===== config.mk =====
export PLATFORM = sky130hd
export DESIGN_NAME = round_robin_quantum_scheduler_unit
export DESIGN_NICKNAME = d
export VERILOG_FILES = /design/src/rrqs_pkg.sv /design/src/round_robin_quantum_scheduler_unit.sv /design/src/rrqs_cfg.sv /design/src/rrqs_core.sv
export VERILOG_INCLUDE_DIRS = /design/src /design/src/src
export SDC_FILE = /design/constraint.sdc
export NUM_CORES = 1
export LEC_CHECK = 0
export ABC_AREA = 1
export BUFFER_PORTS_ARGS = -buffer_cell sky130_fd_sc_hd__buf_2
export CORE_MARGIN = 8
export CORE_UTILIZATION = 55
export CTS_BUF_LIST = sky130_fd_sc_hd__clkbuf_16
export DETAILED_ROUTE_END_ITERATION = 8
export PLACE_DENSITY = 0.78
export SKIP_LAST_GASP = 1
export SYNTH_ARGS = -nofsm -noshare
export SYNTH_HDL_FRONTEND = slang
export SYNTH_SLANG_ARGS = --single-unit
export TNS_END_PERCENT = 5

===== constraint.sdc =====
create_clock -name clk -period 4.5 [get_ports clk]
set_input_delay 0.9 -clock clk [delete_from_list [all_inputs] [get_ports clk]]
set_output_delay 0.9 -clock clk [all_outputs]
set_load 0.02 [all_outputs]

===== src/assert_macros.svh =====
// Assertion helpers shared by the RTL.
`ifndef ASSERT_MACROS_SVH
`define ASSERT_MACROS_SVH

// Checked on every rising edge of clk, off while rst_n is low.
`define RRQS_ASSERT(lbl, prop, msg) \
  lbl: assert property (@(posedge clk) disable iff (!rst_n) prop) else $error(msg);

// Same check, also active during reset.
`define RRQS_ASSERT_ALWAYS(lbl, prop, msg) \
  lbl: assert property (@(posedge clk) prop) else $error(msg);

`endif


===== src/rrqs_pkg.sv =====
package rrqs_pkg;

  localparam int MAX_TASKS  = 16;
  localparam int TASK_LIMIT = 15;
  localparam int IDX_W      = 4;
  localparam int CNT_W      = 5;
  localparam int TIME_W     = 20;

  localparam logic [1:0] OP_LOAD  = 2'd0;
  localparam logic [1:0] OP_RUN   = 2'd1;
  localparam logic [1:0] OP_CLEAR = 2'd2;
  localparam logic [1:0] OP_NOP   = 2'd3;

  localparam logic [1:0] ST_OK      = 2'd0;
  localparam logic [1:0] ST_REFUSED = 2'd1;
  localparam logic [1:0] ST_IDLE    = 2'd2;

  localparam logic [7:0] QUANTUM_RESET = 8'd2;
  localparam int         PADDR_W       = 3;
  localparam logic       REG_QUANTUM   = 1'b0;

  typedef struct packed {
    logic [1:0]        status;
    logic [IDX_W-1:0]  task_id;
    logic [TIME_W-1:0] slice_start;
    logic [TIME_W-1:0] slice_end;
    logic              task_finished;
  } res_t;

endpackage


===== src/round_robin_quantum_scheduler_unit.sv =====
// Channel   | Handshake                      | Payload
// in_       | in_valid / in_ready            | in_opcode, in_arrival_time, in_burst_time
// out_      | out_valid / out_ready          | out_status, out_task_id, out_slice_start,
//           |                                | out_slice_end, out_task_finished
// cfg (APB) | psel, penable, pwrite, pready  | paddr, pwdata, prdata
//
// One word is handled at a time by a sequencer around four small synchronous memories.
// A load walks the new task down past later arrivals, one read and one compare per task passed.
// A run slice admits arrived tasks, one read and one compare each, jumping time to the next
// arrival when none is ready; a run with no work reports idle without taking a slice.
// Reset is synchronous and active low; it clears all counters and the queue pointers.
// A result that is not taken holds the sequencer; the next word is accepted once it is stored.
module round_robin_quantum_scheduler_unit (
  input  logic                          clk,
  input  logic                          rst_n,
  input  logic                          in_valid,
  output logic                          in_ready,
  input  logic [1:0]                    in_opcode,
  input  logic [15:0]                   in_arrival_time,
  input  logic [7:0]                    in_burst_time,
  output logic                          out_valid,
  input  logic                          out_ready,
  output logic [1:0]                    out_status,
  output logic [3:0]                    out_task_id,
  output logic [19:0]                   out_slice_start,
  output logic [19:0]                   out_slice_end,
  output logic                          out_task_finished,
  input  logic                          psel,
  input  logic                          penable,
  input  logic                          pwrite,
  input  logic [rrqs_pkg::PADDR_W-1:0]  paddr,
  input  logic [31:0]                   pwdata,
  output logic [31:0]                   prdata,
  output logic                          pready
);

  logic           core_idle, res_valid, out_free;
  logic [7:0]     quantum;
  rrqs_pkg::res_t res, out_r;
  logic           out_valid_r;

  rrqs_cfg u_cfg (
    .clk     (clk),
    .rst_n   (rst_n),
    .psel    (psel),
    .penable (penable),
    .pwrite  (pwrite),
    .paddr   (paddr),
    .pwdata  (pwdata),
    .prdata  (prdata),
    .pready  (pready),
    .quantum (quantum)
  );

  rrqs_core u_core (
    .clk          (clk),
    .rst_n        (rst_n),
    .start        (in_valid && in_ready),
    .opcode       (in_opcode),
    .arrival_time (in_arrival_time),
    .burst_time   (in_burst_time),
    .quantum      (quantum),
    .out_free     (out_free),
    .idle         (core_idle),
    .res_valid    (res_valid),
    .res          (res)
  );

  // The output register is free when empty or being drained this cycle.
  assign out_free = !out_valid_r || out_ready;
  assign in_ready = core_idle;

  always_ff @(posedge clk) begin
    if (!rst_n) begin
      out_valid_r <= 1'b0;
    end else if (res_valid) begin
      out_valid_r <= 1'b1;
    end else if (out_ready) begin
      out_valid_r <= 1'b0;
    end
  end

  always_ff @(posedge clk) begin
    if (res_valid) begin
      out_r <= res;
    end
  end

  assign out_valid         = out_valid_r;
  assign out_status        = out_r.status;
  assign out_task_id       = out_r.task_id;
  assign out_slice_start   = out_r.slice_start;
  assign out_slice_end     = out_r.slice_end;
  assign out_task_finished = out_r.task_finished;

endmodule


===== src/rrqs_cfg.sv =====
module rrqs_cfg (
  input  logic                          clk,
  input  logic                          rst_n,
  input  logic                          psel,
  input  logic                          penable,
  input  logic                          pwrite,
  input  logic [rrqs_pkg::PADDR_W-1:0]  paddr,
  input  logic [31:0]                   pwdata,
  output logic [31:0]                   prdata,
  output logic                          pready,
  output logic [7:0]                    quantum
);

  logic [7:0] quantum_r;
  logic       wr_en;

  assign pready = 1'b1;
  assign wr_en  = psel && penable && pwrite && (paddr[2] == rrqs_pkg::REG_QUANTUM);

  always_ff @(posedge clk) begin
    if (!rst_n) begin
      quantum_r <= rrqs_pkg::QUANTUM_RESET;
    end else if (wr_en) begin
      quantum_r <= pwdata[7:0];
    end
  end

  // Only the quantum register exists, decoded from paddr[2] alone; addresses with paddr[2] set read as zero.
  assign prdata  = (paddr[2] == rrqs_pkg::REG_QUANTUM) ? {24'd0, quantum_r} : 32'd0;
  assign quantum = quantum_r;

endmodule


===== src/rrqs_core.sv =====
`include "assert_macros.svh"

module rrqs_core (
  input  logic              clk,
  input  logic              rst_n,
  input  logic              start,
  input  logic [1:0]        opcode,
  input  logic [15:0]       arrival_time,
  input  logic [7:0]        burst_time,
  input  logic [7:0]        quantum,
  input  logic              out_free,
  output logic              idle,
  output logic              res_valid,
  output rrqs_pkg::res_t    res
);

  localparam logic [3:0] S_IDLE    = 4'd0;
  localparam logic [3:0] S_INS_RD  = 4'd1;
  localparam logic [3:0] S_INS_CMP = 4'd2;
  localparam logic [3:0] S_ADM_RD  = 4'd3;
  localparam logic [3:0] S_ADM_CHK = 4'd4;
  localparam logic [3:0] S_JMP_RD  = 4'd5;
  localparam logic [3:0] S_JMP     = 4'd6;
  localparam logic [3:0] S_SEL     = 4'd7;
  localparam logic [3:0] S_POP     = 4'd8;
  localparam logic [3:0] S_CALC    = 4'd9;
  localparam logic [3:0] S_FIN     = 4'd10;
  localparam logic [3:0] S_DONE    = 4'd11;

  localparam logic [1:0] PH_FIRST = 2'd0;
  localparam logic [1:0] PH_JUMP  = 2'd1;
  localparam logic [1:0] PH_POST  = 2'd2;

  localparam int IW = rrqs_pkg::IDX_W;
  localparam int CW = rrqs_pkg::CNT_W;
  localparam int TW = rrqs_pkg::TIME_W;

  // Task ids sorted by arrival, with the matching arrival times alongside.
  logic [IW-1:0] order_mem  [rrqs_pkg::MAX_TASKS];
  logic [15:0]   sorted_mem [rrqs_pkg::MAX_TASKS];
  logic [7:0]    rem_mem    [rrqs_pkg::MAX_TASKS];
  logic [IW-1:0] fifo_mem   [rrqs_pkg::MAX_TASKS];

  logic [IW-1:0] order_q, fifo_q;
  logic [15:0]   sorted_q;
  logic [7:0]    rem_q;

  logic          ord_we, rem_we, fifo_we;
  logic [IW-1:0] ord_wa, ord_ra, rem_wa, rem_ra, fifo_wa, fifo_ra;
  logic [IW-1:0] ord_wd, fifo_wd;
  logic [15:0]   srt_wd;
  logic [7:0]    rem_wd;

  logic [3:0]    state_r, state_nxt;
  logic [1:0]    phase_r, phase_nxt;
  logic [CW-1:0] cnt_r, cnt_nxt, rcount_r, rcount_nxt, next_r, next_nxt, left_r, left_nxt;
  logic [CW-1:0] pos_r, pos_nxt;
  logic [IW-1:0] head_r, head_nxt, id_r, id_nxt;
  logic [TW-1:0] time_r, time_nxt;
  logic          running_r, running_nxt;
  logic [15:0]   arr_r, arr_nxt;
  logic [7:0]    burst_r, burst_nxt, remnew_r, remnew_nxt;
  rrqs_pkg::res_t res_r, res_nxt;

  logic [3:0]    adm_done_st;
  logic [7:0]    q_eff, run_len;

  always_ff @(posedge clk) begin
    if (ord_we) begin
      order_mem[ord_wa]  <= ord_wd;
      sorted_mem[ord_wa] <= srt_wd;
    end
    order_q  <= order_mem[ord_ra];
    sorted_q <= sorted_mem[ord_ra];
  end

  always_ff @(posedge clk) begin
    if (rem_we) begin
      rem_mem[rem_wa] <= rem_wd;
    end
    rem_q <= rem_mem[rem_ra];
  end

  always_ff @(posedge clk) begin
    if (fifo_we) begin
      fifo_mem[fifo_wa] <= fifo_wd;
    end
    fifo_q <= fifo_mem[fifo_ra];
  end

  assign q_eff   = (quantum == 8'd0) ? 8'd1 : quantum;
  assign run_len = (rem_q < q_eff) ? rem_q : q_eff;

  // Where an admission pass goes once it stops.
  always_comb begin
    case (phase_r)
      PH_FIRST: adm_done_st = (rcount_r == '0 && next_r < cnt_r) ? S_JMP_RD : S_SEL;
      PH_JUMP:  adm_done_st = S_SEL;
      default:  adm_done_st = S_FIN;
    endcase
  end

  always_comb begin
    state_nxt   = state_r;
    phase_nxt   = phase_r;
    cnt_nxt     = cnt_r;
    rcount_nxt  = rcount_r;
    next_nxt    = next_r;
    left_nxt    = left_r;
    pos_nxt     = pos_r;
    head_nxt    = head_r;
    id_nxt      = id_r;
    time_nxt    = time_r;
    running_nxt = running_r;
    arr_nxt     = arr_r;
    burst_nxt   = burst_r;
    remnew_nxt  = remnew_r;
    res_nxt     = res_r;
    ord_we  = 1'b0;
    ord_wa  = pos_r[IW-1:0];
    ord_wd  = id_r;
    srt_wd  = arr_r;
    ord_ra  = next_r[IW-1:0];
    rem_we  = 1'b0;
    rem_wa  = id_r;
    rem_wd  = burst_r;
    rem_ra  = fifo_q;
    fifo_we = 1'b0;
    fifo_wa = head_r + rcount_r[IW-1:0];
    fifo_wd = order_q;
    fifo_ra = head_r;
    res_valid = 1'b0;

    case (state_r)
      S_IDLE: begin
        if (start) begin
          res_nxt = '0;
          case (opcode)
            rrqs_pkg::OP_LOAD: begin
              if (running_r || cnt_r >= CW'(rrqs_pkg::TASK_LIMIT)) begin
                res_nxt.status = rrqs_pkg::ST_REFUSED;
                state_nxt = S_DONE;
              end else begin
                id_nxt    = cnt_r[IW-1:0];
                pos_nxt   = cnt_r;
                arr_nxt   = arrival_time;
                burst_nxt = burst_time;
                state_nxt = S_INS_RD;
              end
            end
            rrqs_pkg::OP_RUN: begin
              running_nxt = 1'b1;
              phase_nxt   = PH_FIRST;
              state_nxt   = S_ADM_RD;
            end
            rrqs_pkg::OP_CLEAR: begin
              cnt_nxt     = '0;
              rcount_nxt  = '0;
              next_nxt    = '0;
              left_nxt    = '0;
              head_nxt    = '0;
              time_nxt    = '0;
              running_nxt = 1'b0;
              state_nxt   = S_DONE;
            end
            default: state_nxt = S_DONE;
          endcase
        end
      end
      S_INS_RD: begin
        ord_ra = pos_r[IW-1:0] - 1'b1;
        if (pos_r == '0) begin
          ord_we = 1'b1;
          rem_we = 1'b1;
          cnt_nxt  = cnt_r + 1'b1;
          left_nxt = left_r + 1'b1;
          res_nxt.task_id = id_r;
          state_nxt = S_DONE;
        end else begin
          state_nxt = S_INS_CMP;
        end
      end
      S_INS_CMP: begin
        if (sorted_q > arr_r) begin
          // Shift the later entry up one place and keep walking down.
          ord_we  = 1'b1;
          ord_wd  = order_q;
          srt_wd  = sorted_q;
          pos_nxt = pos_r - 1'b1;
          state_nxt = S_INS_RD;
        end else begin
          ord_we = 1'b1;
          rem_we = 1'b1;
          cnt_nxt  = cnt_r + 1'b1;
          left_nxt = left_r + 1'b1;
          res_nxt.task_id = id_r;
          state_nxt = S_DONE;
        end
      end
      S_ADM_RD: begin
        state_nxt = (next_r < cnt_r) ? S_ADM_CHK : adm_done_st;
      end
      S_ADM_CHK: begin
        if ({4'd0, sorted_q} > time_r) begin
          state_nxt = adm_done_st;
        end else begin
          fifo_we    = 1'b1;
          rcount_nxt = rcount_r + 1'b1;
          next_nxt   = next_r + 1'b1;
          state_nxt  = S_ADM_RD;
        end
      end
      S_JMP_RD: begin
        state_nxt = S_JMP;
      end
      S_JMP: begin
        time_nxt  = {4'd0, sorted_q};
        phase_nxt = PH_JUMP;
        state_nxt = S_ADM_RD;
      end
      S_SEL: begin
        if (left_r == '0 || rcount_r == '0) begin
          res_nxt.status      = rrqs_pkg::ST_IDLE;
          res_nxt.slice_start = time_r;
          res_nxt.slice_end   = time_r;
          state_nxt = S_DONE;
        end else begin
          state_nxt = S_POP;
        end
      end
      S_POP: begin
        id_nxt     = fifo_q;
        head_nxt   = head_r + 1'b1;
        rcount_nxt = rcount_r - 1'b1;
        state_nxt  = S_CALC;
      end
      S_CALC: begin
        rem_we     = 1'b1;
        rem_wd     = rem_q - run_len;
        remnew_nxt = rem_q - run_len;
        res_nxt.slice_start = time_r;
        time_nxt   = time_r + {12'd0, run_len};
        phase_nxt  = PH_POST;
        state_nxt  = S_ADM_RD;
      end
      S_FIN: begin
        res_nxt.task_id   = id_r;
        res_nxt.slice_end = time_r;
        if (remnew_r != 8'd0) begin
          fifo_we    = 1'b1;
          fifo_wd    = id_r;
          rcount_nxt = rcount_r + 1'b1;
        end else begin
          res_nxt.task_finished = 1'b1;
          left_nxt = left_r - 1'b1;
        end
        state_nxt = S_DONE;
      end
      S_DONE: begin
        if (out_free) begin
          res_valid = 1'b1;
          state_nxt = S_IDLE;
        end
      end
      default: state_nxt = S_IDLE;
    endcase
  end

  always_ff @(posedge clk) begin
    if (!rst_n) begin
      state_r   <= S_IDLE;
      phase_r   <= PH_FIRST;
      cnt_r     <= '0;
      rcount_r  <= '0;
      next_r    <= '0;
      left_r    <= '0;
      head_r    <= '0;
      time_r    <= '0;
      running_r <= 1'b0;
    end else begin
      state_r   <= state_nxt;
      phase_r   <= phase_nxt;
      cnt_r     <= cnt_nxt;
      rcount_r  <= rcount_nxt;
      next_r    <= next_nxt;
      left_r    <= left_nxt;
      head_r    <= head_nxt;
      time_r    <= time_nxt;
      running_r <= running_nxt;
    end
  end

  always_ff @(posedge clk) begin
    pos_r    <= pos_nxt;
    id_r     <= id_nxt;
    arr_r    <= arr_nxt;
    burst_r  <= burst_nxt;
    remnew_r <= remnew_nxt;
    res_r    <= res_nxt;
  end

  assign idle = (state_r == S_IDLE);
  assign res  = res_r;

  `RRQS_ASSERT(a_admit_bound, next_r <= cnt_r, "admission pointer passed the task count")
  `RRQS_ASSERT(a_queue_bound, (rcount_r + left_r) <= (cnt_r + cnt_r), "ready queue overflow")
  `RRQS_ASSERT(a_load_growth, (cnt_r != $past(cnt_r)) |-> (state_nxt == S_IDLE || state_r == S_DONE), "task count moved outside a load")

endmodule


# Word level (Yosys, flattened, before mapping)
# Memory sizes are Yosys's and may differ from the RTL's. A register that Yosys moved wholly into a read port is not among the register bits.
# Index checks and enable logic that the tools add are counted.
[word_totals]
regBits = 195
mem_bits_rw = 512
inputBits = 68
output_inout_bits = 82
word_cells = 210
mem_count = 4
[memory_table]
columns = ["memory", "words", "word_bits", "rd", "rd_clocked_by_memory_dff", "write_ports", "line_no", "text"]
rows = [
  ["u_core.sorted_mem", 16, 16, 1, 1, 1, "rrqs_core.sv:40", "logic [15:0] sorted_mem [rrqs_pkg::MAX_TASKS];"],
  ["u_core.rem_mem", 16, 8, 1, 1, 1, "rrqs_core.sv:41", "logic [7:0] rem_mem [rrqs_pkg::MAX_TASKS];"],
  ["u_core.fifo_mem", 16, 4, 1, 1, 1, "rrqs_core.sv:42", "logic [IW-1:0] fifo_mem [rrqs_pkg::MAX_TASKS];"],
  ["u_core.order_mem", 16, 4, 1, 1, 1, "rrqs_core.sv:39", "logic [IW-1:0] order_mem [rrqs_pkg::MAX_TASKS];"],
]
[op_classes]
add_sub_neg = 12
magnitude_cmp = 5
eq_ne = 27
mux = 86
n_bitwise = 2
n_reduce_logical = 48
[op_table]
columns = ["operator", "n"]
rows = [
  ["one-hot mux 20 bit (3 select lines)", 3],
  ["2-to-1 mux 4 bit", 19],
  ["2-to-1 mux 5 bit", 14],
  ["2-to-1 mux 47 bit", 1],
  ["one-hot mux 4 bit (11 select lines)", 1],
  ["2-to-1 mux 20 bit", 2],
  ["2-to-1 mux 40 bit", 1],
  ["one-hot mux 5 bit (4 select lines)", 2],
  ["2-to-1 mux 16 bit", 2],
  ["2-to-1 mux 8 bit", 4],
  ["one-hot mux 4 bit (2 select lines)", 4],
  ["AND reduction 3 bit", 8],
  ["adder 20 x 8 -> 20 bit", 1],
  ["adder 5 x 1 -> 5 bit, second input constant", 4],
  ["greater-than comparator 16 x 20 -> 1 bit", 1],
  ["one-hot mux 5 bit (2 select lines)", 2],
  ["equality test 4 x 3 -> 1 bit, second input constant", 4],
  ["equality test 4 bit, second input constant", 4],
  ["greater-than comparator 16 bit", 1],
  ["2-to-1 mux 1 bit", 16],
  ["inequality test 2 x 1 -> 1 bit, second input constant", 8],
  ["one-hot mux 4 bit (4 select lines)", 1],
  ["AND reduction 4 bit", 4],
  ["logical NOT 5 bit", 3],
  ["34 further kinds", 70],
]

# Longest topological paths before layout
# Gate-level depths: netlist of run 1.
[logic_depth]
depth_word = 6
mapped_depth = 27
ltp_nobuf = 26

# By module
# Synthesis of run 1 repeated with hierarchy kept, for this count alone.
[hier_totals]
cells_unflattened = 2670
hier_area_um2 = 31442.7
[by_module_without_submodules]
columns = ["mod", "instances", "cells_each", "area_each_um2", "seq_area_each_um2"]
rows = [
  ["rrqs_core", 1, 2517, 29319.4, 19678.9],
  ["round_robin_quantum_scheduler_unit", 1, 55, 1465.2, 1431.4],
  ["rrqs_cfg", 1, 98, 658.1, 160.2],
]

# Worst setup path before layout of run 1
# Ideal clock, no wire load.
[synth_path]
path_kind = "input to register"
start = "input out_ready"
end = "register out_r (netlist bit out_slice_end[0]) (enable)"
setup_ns = 0.510
t_arrival_ns = 4.187
t_required_ns = 3.990
slack_ns = -0.196
stages = 2
path_buffers = 0
cell_sequence = "nor2_1 nor3_1"
[synth_between]
elab_chain_cells = 3
[synth_rtl]
columns = ["item", "line_no", "text"]
rows = [
  ["from (decl)", "round_robin_quantum_scheduler_unit.sv:22", "input logic out_ready,"],
  ["logical OR 1 bit", "round_robin_quantum_scheduler_unit.sv:70", "assign out_free = !out_valid_r || out_ready;"],
  ["2-to-1 mux 1 bit", "rrqs_core.sv:260", "if (out_free) begin"],
  ["2-to-1 mux 1 bit", "rrqs_core.sv:134", "case (state_r)"],
  ["via res_valid", "round_robin_quantum_scheduler_unit.sv:37", "logic core_idle, res_valid, out_free;"],
  ["to (signal assigned)", "round_robin_quantum_scheduler_unit.sv:85", "out_r <= res;"],
  ["to (decl)", "round_robin_quantum_scheduler_unit.sv:39", "rrqs_pkg::res_t res, out_r;"],
]
# The timed path passes the listed nets, and every way through them passes these cells.
# A chain may end at the register's enable or synchronous reset.

# Worst setup path in the final report of run 1
[layout_path]
start = "register u_cfg.quantum_r[5] (netlist: u_cfg.quantum[5])"
end = "register u_core.time_r[18]"
[layout_between]
elab_chain_cells = 6
[layout_rtl]
columns = ["item", "line_no", "text"]
rows = [
  ["from (decl)", "rrqs_cfg.sv:14", "logic [7:0] quantum_r;"],
  ["from (signal assigned)", "rrqs_cfg.sv:22", "quantum_r <= rrqs_pkg::QUANTUM_RESET;"],
  ["from (signal assigned)", "rrqs_cfg.sv:24", "quantum_r <= pwdata[7:0];"],
  ["logical NOT 8 bit", "rrqs_core.sv:91", "assign q_eff = (quantum == 8'd0) ? 8'd1 : quantum;"],
  ["2-to-1 mux 8 bit *", "rrqs_core.sv:91", ""],
  ["less-than comparator 8 bit", "rrqs_core.sv:92", "assign run_len = (rem_q < q_eff) ? rem_q : q_eff;"],
  ["2-to-1 mux 8 bit *", "rrqs_core.sv:92", ""],
  ["adder 20 x 8 -> 20 bit *", "rrqs_core.sv:242", "time_nxt = time_r + {12'd0, run_len};"],
  ["one-hot mux 20 bit (3 select lines) *", "rrqs_core.sv:134", ""],
  ["to (signal assigned)", "rrqs_core.sv:288", "time_r <= time_nxt;"],
  ["to (decl)", "rrqs_core.sv:59", "logic [TW-1:0] time_r, time_nxt;"],
]
# Mark *: on every way between the ends. The rest lies on a longest branch, timed or not.

==> flow_summary.yaml, run 1 <==
run_status:
  status: "complete, no violations"
power:
  vdd_ir_drop_max_mv: 0.5046
  clkPwrFrac_pct: 27.1
  switching_share_pct: 35.42
  p_leak_nw: 12.32
  p_seq_share_pct: 43.0
  powerDensity_nw_per_um2: 619.5
  p_switching_mw: 7.614
  power_frac_comb_pct: 29.8
  p_int_mw: 13.88
logic_synthesis:
  synth-edff-count: 647
  syn_area_um2: 31190
  synthDistinctLibCells: 53
  ys_ff_latch: 739
  yosysWarnings: 0
  synthCells: 2599
  synth.avg_cell_area_um2: 12.00
  synth-seq-area-share_pct: 68.19
  async_reset_ff_share_pct: 0
  ys.flop_type: "edfxtp_1"
sta:
  setup_slack_ns: 0.5520
  period_share_pct: 87.73
  setup_viol: 0
  worst_slew_pin_slew_ns: 1.263
  rsz0062_at_grt: "false"
  hold_ws_ns: 0.4157
  relSlewSlack_pct: 15.78
  maxSlewViolCount: 0
  fin_skew_ns: 0.02260
  fmax_mhz: 253.3
  setup-tns-final_ns: 0
  finalHoldViolations: 0
  fin_crit_ns: 3.948
die:
  dieWidth_um: 254.1
  ios: 150
  dieArea_um2: 64590
  start_util_pct: 55.43
  die_h_um: 254.1
  core_um2: 56280
  fp-row-count: 87
clock_network:
  ctsHoldBuffers: 0
  cts_root_buffer: "clkbuf_16"
  cts_resized: 0
  cts_setup_buffers: 0
  clock_sink_count: 739
  clk_latency_ns: 0.62
  cts_tree: "yes"
  htree_levels: 3
  cts_max_path_buffers: 3
  cts_buffers: 72
  clk_pin_slew_worst_paths_ns: 0.06
critical_path:
  cp_max_fo: 5
  reg2regPathDepth: 20
  cpMaxStageDelayCell: "nor3_1"
  end_kind: "flip-flop"
  crit_arrival_ns: 4.46
  critPathKind: "reg2reg"
  crit_path_cell_trace: "inv_1 > ha_1 > a21oi_1 > nor2_1 > a211oi_1 > nand2_1 > o21ai_0 > ha_1 > inv_1 > fa_1 > nor2_1 > nand2_1 > nand2_1 > nand3_1 > nand2_1 > a21boi_0 > nor3_1 > nand3_1 > o21ai_0 > a21oi_1"
  endpoint: "u_core.time_r[18]"
  crit_top_cell: "nand2_1"
  r2r-start: "u_cfg.quantum[5]"
  worstSetupStartpointType: "flip-flop"
  max_stage_delay_ns: 0.41
  r2r_end: "u_core.time_r[18]"
  r2r_slack_ns: 0.55
  crit_required_ns: 5.01
  crit_path_start: "u_cfg.quantum[5]"
route:
  drtPass1Iterations: 6
  initialDrtViolationCount: 2592
  ant_nets: 0
  drc: 0
  viasPerCell: 6.014
  wl_per_cell_um: 21.39
  drt-total-wl_um: 74950
  vias: 21070
final_layout:
  utilization_pct: 61.66
  syn_to_final_growth_pct: 11.25
  nets: 2844
  antennaDiodeCount: 0
  drive_gt1_share_pct: 11.03
  fillers: 4091
global_routing:
  first_global_vias: 20630
  grt_max_degree: 88
  globalRoute.totalOverflow: 0
  antenna_found_initial: 0
  grt_pass1_wl_um: 114400
  track_usage_pct: 22.81
place:
  port_buffers: 98
  place_ws_ns: 0.5131
  hpwl_um: 46250
  gp_congestion: 0.8977
flow_run:
  drv_cap: 0
hold_path:
  min_from: "u_core.res[6]"
  hold_path.class: "reg2reg"
[registers in the layout, indices dropped and copies added, names as in the netlist, 5 cells and up]
register	count
u_core.sorted_mem	256
u_core.rem_mem	128
u_core.fifo_mem	64
u_core.order_mem	64
u_core.res	47
out_slice_end	20
out_slice_start	20
u_core.time_r	20
u_core.arr_r	16
u_core.sorted_q	16
u_cfg.quantum	8
u_core.burst_r	8
u_core.rem_q	8
u_core.remnew_r	8
u_core.cnt_r	5
u_core.left_r	5
u_core.next_r	5
u_core.pos_r	5
u_core.rcount_r	5
[worst max-delay path: cells and delay by family, from the launching register on]
family | cells | cell delay (ns)
fa+ha+maj | 3 | 0.94
flops | 1 | 0.37
buf+inv | 2 | 0.15
compound gates | 6 | 1.11
simple gates | 9 | 1.28
[cell type report]
cell class	instances	area (um2)	share of cell area, %
Tap cell	756	945.9	2.726
Inverter	169	638.1	1.839
Sequential cell	739	21270	61.30
Timing Repair Buffer	135	780.7	2.250
Clock buffer	77	1927	5.553
Clock inverter	54	371.6	1.071
Multi-Input combinational cell	1573	8766	25.26
[cell usage in the layout, fill, tap and decap left out, types with 5 or more instances in the layout]
cell and n:
edfxtp_1 647, nor2_1 401, o21ai_0 270, nand2_1 242, inv_1 174, a21oi_1 104
buf_2 98, o221ai_1 94, dfxtp_1 91, nand3_1 84, ha_1 81, clkbuf_16 77
o21ai_1 45, mux2i_1 39, buf_4 36, o22ai_1 27, conb_1 25, nor2_4 19
o211ai_1 19, clkinv_2 16, nor3_1 14, xor2_1 14, clkinv_1 14, nor2_2 12
a31oi_1 11, nand4_1 10, o32ai_1 9, inv_2 8, nand2_2 7, or2_2 5
fa_1 5
[cell families (layout without fill, tap and decap cells)]
kind of cell             after synthesis  after routing  share of synthesized area [%]
AO/OA/AOI/OAI                        593            593                          11.23
XOR/XNOR                              18             18                         0.5054
adder cells (fa/ha/maj)               86             86                          3.570
buffers and inverters                310            435                          4.477
flip-flops                           739            739                          68.19
multiplexers                          39             39                          1.251
other                                  2             25                        0.02408
AND/OR/NAND/NOR                      812            812                          10.75
[worst min path at each step]
stage,endpoint,slack (ns),cells after the start
floorplan,out_slice_end[0],0.40,0
global placement,out_slice_end[5],0.40,0
detailed placement,out_slice_end[2],0.40,0
CTS,out_slice_end[4],0.42,0
global route,out_slice_start[3],0.42,0
finish,out_slice_end[5],0.42,0
[metal layers]
layer,GRT usage (%),vias up,wire (um)
li1,-,9533,-
met1,29.10,10170,28560
met2,37.86,1146,36210
met3,4.035,213,7062
met4,10.84,0,3116
met5,0,-,0
[per-stage QoR]
step           std cells  cell area (um2)  total power [mW]
4_1_cts             3503            34700             21.45
6_report            3503            34700             21.50
3_3_place_gp        3372            32400             15.31
2_1_floorplan       2622            31280             13.68
3_5_place_dp        3372            32400             15.65
5_1_grt             3503            34700             22.52
[Yosys cell counts (2+ instances only)]
library cell	number	area [um2]
o21ai_4	2	32.53
nor4_1	4	25.02
nor2_2	11	68.82
nand2_1	242	908.4
conb_1	2	7.510
nor3_1	15	75.07
nand3_1	85	425.4
o221ai_1	94	823.3
clkbuf_1	62	232.7
o211ai_1	19	142.6
inv_2	7	26.28
nor2_4	3	33.78
mux2i_1	39	390.4
xor2_1	14	122.6
buf_2	36	180.2
nor3b_1	3	22.52
nand3_2	2	20.02
or2_2	5	31.28
o21ai_0	276	1381
and3_1	2	12.51
inv_1	157	589.3
o32ai_1	9	78.83
o22ai_1	27	168.9
ha_1	81	1013
xnor2_1	4	35.03
buf_4	29	217.7
nand2_2	7	43.79
nand4_1	10	62.56
fa_1	5	100.1
a31oi_1	11	68.82
buf_6	10	112.6
buf_1	4	15.01
a221oi_1	2	17.52
a21o_1	2	15.01
clkinv_1	3	11.26
nor2_1	418	1569
o21ai_1	41	205.2
a21oi_1	104	520.5
edfxtp_1	647	19430
dfxtp_1	92	1842
[power groups by stage]
stage / logic (mW) / clock network (mW) / registers, mW
2_1_floorplan: 4.51 / 0 / 9.18
3_3_place_gp: 5.96 / 0 / 9.34
3_5_place_dp: 6.28 / 0 / 9.38
4_1_cts: 6.34 / 5.88 / 9.24
5_1_grt: 7.09 / 6.13 / 9.30
6_report: 6.42 / 5.83 / 9.25
No activity file was read; power rests on OpenSTA's default activity.
==> inputs of run 2 (changes only) <==
--- a/config.mk
+++ b/config.mk
@@ -12,7 +12,7 @@
 export CORE_UTILIZATION = 55
 export CTS_BUF_LIST = sky130_fd_sc_hd__clkbuf_16
 export DETAILED_ROUTE_END_ITERATION = 8
-export PLACE_DENSITY = 0.78
+export PLACE_DENSITY = 0.76
 export SKIP_LAST_GASP = 1
 export SYNTH_ARGS = -nofsm -noshare
 export SYNTH_HDL_FRONTEND = slang
==> constraint.sdc (replaced) <==
create_clock -name clk -period 3.9 [get_ports clk]
set_input_delay 0.78 -clock clk [delete_from_list [all_inputs] [get_ports clk]]
set_output_delay 0.78 -clock clk [all_outputs]
set_load 0.02 [all_outputs]
==> run 2 against run 1 <==
- sequential power rose by 15%
- non-clock buffer count rose by 48
- global-route usage rose by 0.12 points
- first-iteration DRC count fell by 4.4%
- clock power rose by 18%
- total power rose by 17%
- cell area rose by 1.2%
- critical endpoint is now u_core.time_r[12]
- via count rose by 0.46%
==> flow_summary.yaml, run 2 (synthesized netlist as in run 1, its figures left out) <==
die:
  core_um2: 56280
  start_util_pct: 55.43
  die_h_um: 254.1
  dieArea_um2: 64590
  ios: 150
  fp-row-count: 87
  dieWidth_um: 254.1
clock_network:
  clk_latency_ns: 0.61
  cts_buffers: 74
  cts_max_path_buffers: 3
  clk_pin_slew_worst_paths_ns: 0.06
  cts_root_buffer: "clkbuf_16"
  ctsHoldBuffers: 0
  clock_sink_count: 739
  htree_levels: 3
  cts_tree: "yes"
final_layout:
  fillers: 4154
  drive_gt1_share_pct: 12.67
  final_common_cell: "edfxtp_1"
  stdcell_count: 3558
  multi_input_area_um2: 8712
  utilization_pct: 62.38
  syn_to_final_growth_pct: 12.54
  layout_common_cells: "647 x edfxtp_1, 401 x nor2_1, 265 x o21ai_0"
  largest_reg_flops: 256
  fin_area_um2: 35100
  nets: 2895
  regArea_um2: 21270
  largest-register: "u_core.sorted_mem"
  reg.largest.list: "u_core.sorted_mem: 256 flops, u_core.rem_mem: 128 flops"
hold_path:
  whs_path_depth: 1
  hold_path.class: "in2reg"
place:
  hpwl_um: 47790
  port_buffers: 98
  gp_congestion: 0.8943
  post_dp_cell_area_um2: 32690
  dp_cells: 3419
power:
  powerDensity_nw_per_um2: 716.0
  vdd_ir_drop_max_mv: 0.5114
  p_leak_nw: 12.61
  finalPower_mw: 25.14
sta:
  fin_skew_ns: 0.03641
  fmax_mhz: 273.0
  worst_slew_pin_slew_ns: 1.226
  hold_ws_ns: 0.3400
  maxSlewViolCount: 0
  fin_crit_ns: 3.663
  rsz0062_at_grt: "true"
  setup_viol: 0
  finalHoldViolations: 0
  period_share_pct: 93.92
  relSlewSlack_pct: 18.30
route:
  wl_per_cell_um: 21.15
  route.met2.wl_um: 36530
  drtPass1Iterations: 8
  vias: 21160
  ant_nets: 0
  viasPerCell: 5.948
  m1WireLength_um: 29600
  drc: 0
  drt-total-wl_um: 75250
  initialDrtViolationCount: 2478
  route.met3.wl_um: 6461
  highest_layer: "met4"
critical_path:
  critPathKind: "reg2reg"
  end_kind: "flip-flop"
  worstSetupStartpointType: "flip-flop"
  crit_required_ns: 4.39
  crit_arrival_ns: 4.15
  cp_max_fo: 5
  reg2regPathDepth: 21
flow_run:
  drv_cap: 0
global_routing:
  grt_max_degree: 94
  antenna_found_initial: 0
  track_usage_pct: 22.93
  grt_pass1_wl_um: 115600
  first_global_vias: 20990
  globalRoute.totalOverflow: 0
run_status:
  status: "complete, no violations"
[run 2: cell count changes in the layout (fill, tap and decap cells not counted), sizes merged, moves of 2 or more]
cell      previous run  this run
buf                135       183
clkinv              33        31
inv                186       189
bufinv               3         6
clkinvlp             1         3
[run 2: where the power goes]
group          internal (mW)  switching [mW]
sequential              10.1           0.520
combinational           2.23            5.38
clock                   3.96            2.93
[run 2: critical path, cell delays in order, from the launching register on]
cell and delay, ns:
dfxtp_1 0.37, inv_1 0.09, ha_1 0.32, a21oi_1 0.15
nor2_1 0.07, a211oi_2 0.22, nand2_2 0.13, o21ai_2 0.19
ha_1 0.21, inv_1 0.06, fa_1 0.40, nor2_1 0.17
nand2_1 0.07, nand2_1 0.10, nand3_1 0.07, nand2_1 0.10
a21boi_1 0.13, nor3_2 0.31, buf_4 0.17, a21oi_1 0.05
o21ai_0 0.09, a21oi_1 0.09
[run 2: timing repair]
| item | CTS | global route |
|---|---|---|
| pin swaps | 0 | 2 |
| gates cloned | 0 | 1 |
| buffers inserted | 0 | 1 |
| setup endpoints to repair | 3 | 58 |
| gates resized for setup | 2 | 10 |
[run 2: worst paths after layout]
kind	from	to	slack (ns)
worst max register to register	u_cfg.quantum[5]	u_core.time_r[12]	0.24
worst max-delay path	u_cfg.quantum[5]	u_core.time_r[12]	0.24
worst min register to register	u_core.res[19]	out_slice_end[18]	0.41
worst min-delay path	in_arrival_time[3]	u_core.arr_r[3]	0.34
[run 2: cell type report]
| cell class | instances | area share, % |
|---|---|---|
| antenna | 1 | 0.007128 |
| clock buffer | 76 | 5.418 |
| clock inverter | 60 | 1.365 |
| inverter | 169 | 1.818 |
| multi-input combinational | 1574 | 24.82 |
| sequential | 739 | 60.59 |
| tap | 756 | 2.695 |
| timing repair buffer | 183 | 3.286 |
[run 2: metrics by stage]
stage	TNS (ns)	setup WS, ns
floorplan	0	0.3483
global placement	-0.03473	-0.03473
detailed placement	-0.1671	-0.09531
CTS	-0.00008349	-0.00008349
global route	-0.01520	-0.01355
finish	0	0.2372
[run 2: routing by layer]
metal | global-route usage (%) | vias up
met5 | 0 | -
met2 | 38.05 | 1018
met3 | 3.739 | 202
li1 | - | 9635
met1 | 30.11 | 10310
met4 | 9.381 | 0
